`src/rtl/rbbg_pkg.sv`:
```
`timescale 1ns / 1ps

package rbbg_pkg;

   localparam int RADIUS  = 10;
   localparam int WIN_LEN = 2 * RADIUS + 1;
   localparam int CH_W    = 8;
   localparam int PIX_W   = 3 * CH_W;
   localparam int CNT_W   = $clog2(WIN_LEN + 1);
   localparam int AGE_W   = $clog2(WIN_LEN);
   localparam int SUM_W   = $clog2(WIN_LEN * ((1 << CH_W) - 1) + 1);
   localparam int STEP_W  = $clog2(SUM_W);

   // gray = floor(x / 3) for x <= 765 via x * 683 >> 11
   localparam int SUM3_W     = CH_W + 2;
   localparam int GRAY_MUL   = 683;
   localparam int GRAY_SHIFT = 11;
   localparam int PROD_W     = SUM3_W + GRAY_SHIFT;

   typedef enum logic [2:0] {
      ST_IDLE,
      ST_PICK,
      ST_ACC,
      ST_DIV,
      ST_EMIT
   } state_type;

   typedef struct packed {
      logic load;
      logic acc_init;
      logic acc_step;
      logic div_step;
      logic emit;
      logic enter_flush;
      logic t_dec;
      logic row_done;
   } cmd_type;

   typedef struct packed {
      logic n_gt_radius;
      logic last;
      logic flush;
      logic t_zero;
      logic acc_done;
      logic div_done;
      logic out_free;
   } status_type;

endpackage

```
`src/rtl/rbbg_ctrl.sv`:
```
`timescale 1ns / 1ps

module rbbg_ctrl import rbbg_pkg::*; (
   input  logic       clock,
   input  logic       reset,
   input  logic       req_valid,
   output logic       req_ready,
   input  status_type status,
   output cmd_type    cmd
);

   state_type state_ff;
   state_type state_in;

   always_ff @(posedge clock) begin
      if (reset) begin
         state_ff <= ST_IDLE;
      end else begin
         state_ff <= state_in;
      end
   end

   always_comb begin
      state_in  = state_ff;
      cmd       = '0;
      req_ready = 1'b0;
      case (state_ff)
         ST_IDLE: begin
            req_ready = 1'b1;
            if (req_valid) begin
               cmd.load = 1'b1;
               state_in = ST_PICK;
            end
         end
         ST_PICK: begin
            if (status.flush || status.n_gt_radius) begin
               cmd.acc_init = 1'b1;
               state_in     = ST_ACC;
            end else if (status.last) begin
               cmd.enter_flush = 1'b1;
            end else begin
               state_in = ST_IDLE;
            end
         end
         ST_ACC: begin
            cmd.acc_step = 1'b1;
            if (status.acc_done) begin
               state_in = ST_DIV;
            end
         end
         ST_DIV: begin
            cmd.div_step = 1'b1;
            if (status.div_done) begin
               state_in = ST_EMIT;
            end
         end
         ST_EMIT: begin
            if (status.out_free) begin
               cmd.emit = 1'b1;
               if (status.flush) begin
                  if (status.t_zero) begin
                     cmd.row_done = 1'b1;
                     state_in     = ST_IDLE;
                  end else begin
                     cmd.t_dec = 1'b1;
                     state_in  = ST_PICK;
                  end
               end else if (status.last) begin
                  cmd.enter_flush = 1'b1;
                  state_in        = ST_PICK;
               end else begin
                  state_in = ST_IDLE;
               end
            end
         end
         default: begin
            state_in = ST_IDLE;
         end
      endcase
   end

endmodule

```
`src/rtl/rbbg_dp.sv`:
```
`timescale 1ns / 1ps

module rbbg_dp import rbbg_pkg::*; (
   input  logic              clock,
   input  logic              reset,
   input  cmd_type           cmd,
   output status_type        status,
   input  logic [CH_W-1:0]   req_red,
   input  logic [CH_W-1:0]   req_green,
   input  logic [CH_W-1:0]   req_blue,
   input  logic              req_row_end,
   output logic              rsp_valid,
   input  logic              rsp_ready,
   output logic [CH_W-1:0]   rsp_gray,
   output logic              rsp_row_last
);

   // window: entry 0 is the newest pixel
   logic [PIX_W-1:0]  win_ff [WIN_LEN];
   logic [CNT_W-1:0]  count_ff, count_in;
   logic              last_ff, last_in;
   logic              flush_ff, flush_in;
   logic [AGE_W-1:0]  t_ff, t_in;
   logic [AGE_W-1:0]  age_ff, age_in;
   logic [STEP_W-1:0] step_ff, step_in;
   logic [SUM_W-1:0]  sum_ff [3];
   logic [SUM_W-1:0]  sum_in [3];
   logic [CNT_W-1:0]  rem_ff [3];
   logic [CNT_W-1:0]  rem_in [3];
   logic              rsp_valid_ff, rsp_valid_in;
   logic [CH_W-1:0]   rsp_gray_ff, rsp_gray_in;
   logic              rsp_row_last_ff, rsp_row_last_in;

   logic [CNT_W-1:0]  count_nx;
   logic [CNT_W-1:0]  cnt_m1;
   logic [AGE_W-1:0]  t_reach;
   logic [AGE_W-1:0]  hi;
   logic [CNT_W-1:0]  win_n;
   logic [PIX_W-1:0]  pix;
   logic [CNT_W:0]    trial [3];
   logic [SUM3_W-1:0] sum3;
   logic [PROD_W-1:0] prod;
   logic              out_free;

   always_ff @(posedge clock) begin
      if (cmd.load) begin
         win_ff[0] <= {req_red, req_green, req_blue};
         for (int i = 1; i < WIN_LEN; i++) begin
            win_ff[i] <= win_ff[i-1];
         end
      end
   end

   always_comb begin
      count_nx = (count_ff == CNT_W'(WIN_LEN)) ? count_ff : count_ff + CNT_W'(1);
      cnt_m1   = count_ff - CNT_W'(1);
      t_reach  = t_ff + AGE_W'(RADIUS);
      if (flush_ff && (CNT_W'(t_reach) < cnt_m1)) begin
         hi = t_reach;
      end else begin
         hi = AGE_W'(cnt_m1);
      end
      win_n    = CNT_W'(hi) + CNT_W'(1);
      pix      = win_ff[age_ff];
      out_free = !rsp_valid_ff || rsp_ready;
   end

   always_comb begin
      count_in = count_ff;
      last_in  = last_ff;
      flush_in = flush_ff;
      t_in     = t_ff;
      if (cmd.load) begin
         count_in = count_nx;
         last_in  = req_row_end;
         flush_in = 1'b0;
         if ((count_nx - CNT_W'(1)) < CNT_W'(RADIUS - 1)) begin
            t_in = AGE_W'(count_nx - CNT_W'(1));
         end else begin
            t_in = AGE_W'(RADIUS - 1);
         end
      end
      if (cmd.enter_flush) begin
         flush_in = 1'b1;
      end
      if (cmd.t_dec) begin
         t_in = t_ff - AGE_W'(1);
      end
      if (cmd.row_done) begin
         count_in = '0;
         flush_in = 1'b0;
      end
   end

   always_comb begin
      age_in  = age_ff;
      step_in = step_ff;
      for (int c = 0; c < 3; c++) begin
         sum_in[c] = sum_ff[c];
         rem_in[c] = rem_ff[c];
         trial[c]  = {rem_ff[c], sum_ff[c][SUM_W-1]};
      end
      if (cmd.acc_init) begin
         age_in  = '0;
         step_in = '0;
         for (int c = 0; c < 3; c++) begin
            sum_in[c] = '0;
            rem_in[c] = '0;
         end
      end
      if (cmd.acc_step) begin
         age_in = age_ff + AGE_W'(1);
         for (int c = 0; c < 3; c++) begin
            sum_in[c] = sum_ff[c] + SUM_W'(pix[(2-c)*CH_W +: CH_W]);
         end
      end
      // restoring divide by the window count, quotient shifts into the sum
      if (cmd.div_step) begin
         step_in = step_ff + STEP_W'(1);
         for (int c = 0; c < 3; c++) begin
            if (trial[c] >= {1'b0, win_n}) begin
               rem_in[c] = CNT_W'(trial[c] - {1'b0, win_n});
               sum_in[c] = {sum_ff[c][SUM_W-2:0], 1'b1};
            end else begin
               rem_in[c] = CNT_W'(trial[c]);
               sum_in[c] = {sum_ff[c][SUM_W-2:0], 1'b0};
            end
         end
      end
   end

   always_comb begin
      sum3 = SUM3_W'(sum_ff[0][CH_W-1:0]) + SUM3_W'(sum_ff[1][CH_W-1:0])
           + SUM3_W'(sum_ff[2][CH_W-1:0]);
      prod = PROD_W'(sum3) * PROD_W'(GRAY_MUL);
      rsp_valid_in    = rsp_valid_ff && !rsp_ready;
      rsp_gray_in     = rsp_gray_ff;
      rsp_row_last_in = rsp_row_last_ff;
      if (cmd.emit) begin
         rsp_valid_in    = 1'b1;
         rsp_gray_in     = prod[GRAY_SHIFT +: CH_W];
         rsp_row_last_in = flush_ff && (t_ff == '0);
      end
   end

   always_ff @(posedge clock) begin
      if (reset) begin
         count_ff     <= '0;
         last_ff      <= 1'b0;
         flush_ff     <= 1'b0;
         rsp_valid_ff <= 1'b0;
      end else begin
         count_ff     <= count_in;
         last_ff      <= last_in;
         flush_ff     <= flush_in;
         rsp_valid_ff <= rsp_valid_in;
      end
   end

   always_ff @(posedge clock) begin
      t_ff            <= t_in;
      age_ff          <= age_in;
      step_ff         <= step_in;
      rsp_gray_ff     <= rsp_gray_in;
      rsp_row_last_ff <= rsp_row_last_in;
      for (int c = 0; c < 3; c++) begin
         sum_ff[c] <= sum_in[c];
         rem_ff[c] <= rem_in[c];
      end
   end

   always_comb begin
      status.n_gt_radius = count_ff > CNT_W'(RADIUS);
      status.last        = last_ff;
      status.flush       = flush_ff;
      status.t_zero      = t_ff == '0;
      status.acc_done    = age_ff == hi;
      status.div_done    = step_ff == STEP_W'(SUM_W - 1);
      status.out_free    = out_free;
   end

   assign rsp_valid    = rsp_valid_ff;
   assign rsp_gray     = rsp_gray_ff;
   assign rsp_row_last = rsp_row_last_ff;

   a_count_range: assert property (@(posedge clock) disable iff (reset)
      count_ff <= CNT_W'(WIN_LEN))
      else $error("column count beyond window");

   a_age_in_row: assert property (@(posedge clock) disable iff (reset)
      cmd.acc_step |-> (CNT_W'(age_ff) < count_ff))
      else $error("window read beyond pixels of the row");

   a_flush_t: assert property (@(posedge clock) disable iff (reset)
      flush_ff |-> (t_ff < AGE_W'(RADIUS)))
      else $error("flush column out of range");

   a_emit_free: assert property (@(posedge clock) disable iff (reset)
      cmd.emit |-> out_free)
      else $error("word emitted over a pending word");

   a_last_flag: assert property (@(posedge clock) disable iff (reset)
      (cmd.emit && !flush_ff) |=> !rsp_row_last_ff)
      else $error("row_last set on a normal word");

endmodule

```
`src/rtl/row_box_blur_then_gray.sv`:
```
`timescale 1ns / 1ps
// channel | ports                                   | direction
// req     | req_red/green/blue, req_row_end         | in,  valid/ready
// rsp     | rsp_gray, rsp_row_last                  | out, valid/ready
//
// One pixel word is taken at a time. Each result passes a pick state, accumulates
// over the window register (up to 21 pixels), takes 13 restoring-divide steps shared
// by the three channels and ends in an output state that waits for a free output register.
// A row end word yields up to 11 results in turn; a short row enters flush from the pick state first.
// Synchronous active-high reset clears control; the window is not cleared.
// A stalled rsp holds one word in the output register while the next is built.
module row_box_blur_then_gray import rbbg_pkg::*; (
   input  logic            clock,
   input  logic            reset,
   input  logic            req_valid,
   output logic            req_ready,
   input  logic [CH_W-1:0] req_red,
   input  logic [CH_W-1:0] req_green,
   input  logic [CH_W-1:0] req_blue,
   input  logic            req_row_end,
   output logic            rsp_valid,
   input  logic            rsp_ready,
   output logic [CH_W-1:0] rsp_gray,
   output logic            rsp_row_last
);

   cmd_type    cmd;
   status_type status;

   rbbg_ctrl u_ctrl (
      .clock     (clock),
      .reset     (reset),
      .req_valid (req_valid),
      .req_ready (req_ready),
      .status    (status),
      .cmd       (cmd)
   );

   rbbg_dp u_dp (
      .clock        (clock),
      .reset        (reset),
      .cmd          (cmd),
      .status       (status),
      .req_red      (req_red),
      .req_green    (req_green),
      .req_blue     (req_blue),
      .req_row_end  (req_row_end),
      .rsp_valid    (rsp_valid),
      .rsp_ready    (rsp_ready),
      .rsp_gray     (rsp_gray),
      .rsp_row_last (rsp_row_last)
   );

endmodule

```
`config.mk`:
```
export PLATFORM = sky130hd
export DESIGN_NAME = row_box_blur_then_gray
export DESIGN_NICKNAME = d
export VERILOG_FILES = /design/src/rtl/rbbg_pkg.sv /design/src/rtl/rbbg_ctrl.sv /design/src/rtl/rbbg_dp.sv /design/src/rtl/row_box_blur_then_gray.sv
export SDC_FILE = /design/constraint.sdc
export NUM_CORES = 1
export LEC_CHECK = 0
export BUFFER_PORTS_ARGS = -buffer_cell sky130_fd_sc_hd__buf_2
export CAP_MARGIN = 25
export CORE_ASPECT_RATIO = 0.9
export CORE_MARGIN = 5
export CORE_UTILIZATION = 60
export CTS_CLUSTER_DIAMETER = 50
export DETAILED_ROUTE_END_ITERATION = 16
export PLACE_DENSITY = 0.83
export SLEW_MARGIN = 40
export SYNTH_ARGS = -nofsm -noshare
export SYNTH_HDL_FRONTEND = slang
export SYNTH_SLANG_ARGS = --single-unit
```
`constraint.sdc`:
```
create_clock -name clock -period 18 [get_ports clock]
set_clock_uncertainty 0.1 [all_clocks]
set_input_delay 0.9 -clock clock [delete_from_list [all_inputs] [get_ports clock]]
set_output_delay 0.9 -clock clock [all_outputs]
set_load 0.01 [all_outputs]
```
==> metrics.cfg <==
[detailed_routing]
vias=14309
firstDrtPassIters=6
via_per_inst=6.18
drc=0
ant_nets=0
wire_per_inst_um=22.9
drtIter0Drc=1467
wl_um=53100

[synth]
avgSynthCellArea_um2=17.0
synth_top_area_frac=0.640
synth_flop_cell=edfxtp_1
synth_seq_cells=597
async_flop_share=0
yosysTopAreaCell=edfxtp_1
yosysWarnings=0
synth_cells=1602
synth_top_cells_by_area=edfxtp_1, mux4_2, ha_1
syn_area_um2=27200
synth-edff-count=581
synth_cell_type_count=64
syn_nets=1783
ys_seq_area_frac=0.652

[hold_path]
worstHoldPathType=primary input to flip-flop
worstHoldStart=req_green[7]
hold_depth=1
holdPathEnd=u_dp.win_ff[0][15]

[timing]
fin_crit_sh=0.372
fmax_mhz=149
finalHoldViolations=0
setup_ws_ns=11.30
rsz0062_at_grt=false
tns_ns=0
relSlewSlack=0.436
worst_pin_slew_ns=0.846
fin_crit_ns=6.70
setup_viol=0
drv_slew=0

[cells_and_area]
multi_input_area_um2=8970
fin_util=0.666
n_antenna_cell=0
final_cell_area_um2=30100
drive_gt1_frac=0.177
regArea_um2=17800
area_growth_pct=10.5
nets=1839
nFillCells=2932

[grt]
grt_util_all_layers=0.213
grt_pass1_vias=14761
grt_max_degree=117
grt_pass1_wl_um=84300
grt_antenna_before_repair=0
grt_overflow=0

[power]
irDropWorstVdd_mv=0.111
switching_share=0.252
p_seq_frac=0.504
p_switching_uw=857
p_leak_nw=10.4
power_frac_comb=0.135
pwr-share-clk=0.361
p_int_mw=2.55
power_mw=3.40
power.density_nw_per_um2=113

[setup_path]
crit_path_frequent_cell=fa_1
slowest_delay_ns=0.52
r2r-start=u_dp.sum_ff[0][1]
end_kind=flip-flop
worst_setup_path_start_kind=flip-flop
critPathRequiredTime_ns=18.27
critPathArrivalTime_ns=6.98
worstSetupPathType=flip-flop to flip-flop
cp_top_family=adder cells
critPathMaxFanout=7
path_buf_inv=4
r2r-end=u_dp.rsp_gray[7]
r2r_cells=26
ff2ff_setup_slack_ns=11.30
slowest_stage=fa_1

[die]
top_level_ports=40
die_h_um=212
die_area_um2=49800
placeableCoreArea_um2=45200
fp.dieW_um=235
start_util=0.603
num_rows=74

[status]
status=finished, final reports clean

[placement]
io_buffers=39
dpl_cell_area_um2=28200
dp_hpwl_um=31400
pre_cts_ws_ns=11.32
globalplace.congestion=0.835

[clock_tree]
post_cts_resized=0
hold_buffers=0
ctsRootBufferMaster=clkbuf_16
h-tree-depth=2
clkTransAtPathRegs_ns=0.07
cts_buffers=59
tritoncts=done
clock_sinks=597
cts_max_path_buffers=3
post_cts_buffers=0
clkLatencyLatePin_ns=0.64

[job]
cap_violations=0

==> power groups by stage <==
stage | registers [mW] | logic [mW] | clock network, mW
finish | 1.71 | 0.461 | 1.23
global route | 1.72 | 0.522 | 1.32
CTS | 1.71 | 0.463 | 1.25
detailed placement | 1.73 | 0.457 | 0
global placement | 1.73 | 0.433 | 0
floorplan | 1.75 | 0.360 | 0
==> worst max path at each step <==
| stage | start | depth (start not counted) | to |
|---|---|---|---|
| 4_1_cts | u_dp.sum_ff[0][1] | 26 | u_dp.rsp_gray[7] |
| 3_3_place_gp | u_dp.sum_ff[0][1] | 26 | u_dp.rsp_gray[7] |
| 5_1_grt | u_dp.sum_ff[0][1] | 26 | u_dp.rsp_gray[7] |
| 3_5_place_dp | u_dp.sum_ff[0][1] | 26 | u_dp.rsp_gray[7] |
| 2_1_floorplan | req_valid | 4 | u_dp.count_ff[2] |
| 6_report | u_dp.sum_ff[0][1] | 26 | u_dp.rsp_gray[7] |
==> Yosys cell counts (all sizes together) (3+ instances only) <==
master    n
edfxtp  581
mux4    144
ha      118
nor2     98
a21oi    76
inv      66
nand2    63
o21ai    51
xnor2    51
xor2     35
fa       34
a21o     32
mux2i    32
buf      30
clkbuf   29
nand3    22
nor3     19
dfxtp    16
nor2b    13
and2      8
o21a      8
a22o      6
a31oi     4
nand2b    4
nand4     4
or3       4
a211oi    3
a32o      3
a32oi     3
and3      3
nand3b    3
o211ai    3
o21bai    3
or2       3
==> layout make-up <==
| type | instances | share of cell area |
|---|---|---|
| clock buffers | 70 | 0.0508 |
| clock inverters | 41 | 0.0134 |
| inverters | 67 | 0.00861 |
| multi-input cells | 879 | 0.298 |
| flip-flops and latches | 597 | 0.591 |
| well taps | 608 | 0.0253 |
| repair buffers | 54 | 0.0132 |
==> placed cells by master (no fill, tap or decap), drive strengths merged, types with 5 or more instances in the layout <==
cell type and count:
o21ai 51, nor3 19, mux4 144, clkinvlp 7
nand3 22, nor2b 13, nor2 98, o21a 8
fa 34, nand2 63, a22o 6, xor2 35
mux2i 32, inv 68, xnor2 51, a21o 32
dfxtp 16, edfxtp 581, buf 54, ha 118
and2 8, a21oi 76, clkbuf 70, clkinv 28
bufinv 5
==> routing by layer <==
layer | up-vias | share of wire | GRT usage
li1 | 6396 | - | -
met1 | 7270 | 0.42 | 0.297
met2 | 554 | 0.49 | 0.352
met3 | 89 | 0.067 | 0.0409
met4 | 0 | 0.023 | 0.0624
met5 | - | 0 | 0
==> flip-flops by register name, summed over array words and instances, names as in the netlist, named ones only <==
name,cells
u_dp.win_ff,504
u_dp.sum_ff,39
u_dp.rem_ff,15
u_dp.rsp_gray,8
u_dp.age_ff,5
u_dp.count_ff,5
u_dp.t_ff,5
u_dp.step_ff,4
u_ctrl.state_ff,3
u_dp.flush_ff,1
u_dp.last_ff,1
u_dp.rsp_row_last,1
u_dp.rsp_valid,1
==> logic make-up (layout without fill, tap and decap cells) <==
kind of cell	count (synthesis)	after routing	synth area share
simple gates	256	256	0.0431
buf+inv	126	232	0.0191
mux	176	176	0.131
compound gates	209	209	0.0479
fa+ha+maj	152	152	0.0792
flops	597	597	0.652
xor+xnor	86	86	0.0279
==> per-stage QoR <==
stage	cells	hold WS [ns]
CTS	2316	0.292
global placement	2202	0.324
finish	2316	0.334
floorplan	1602	0.321
global route	2316	0.309
detailed placement	2205	0.329
(Power assumes the default switching activity.)
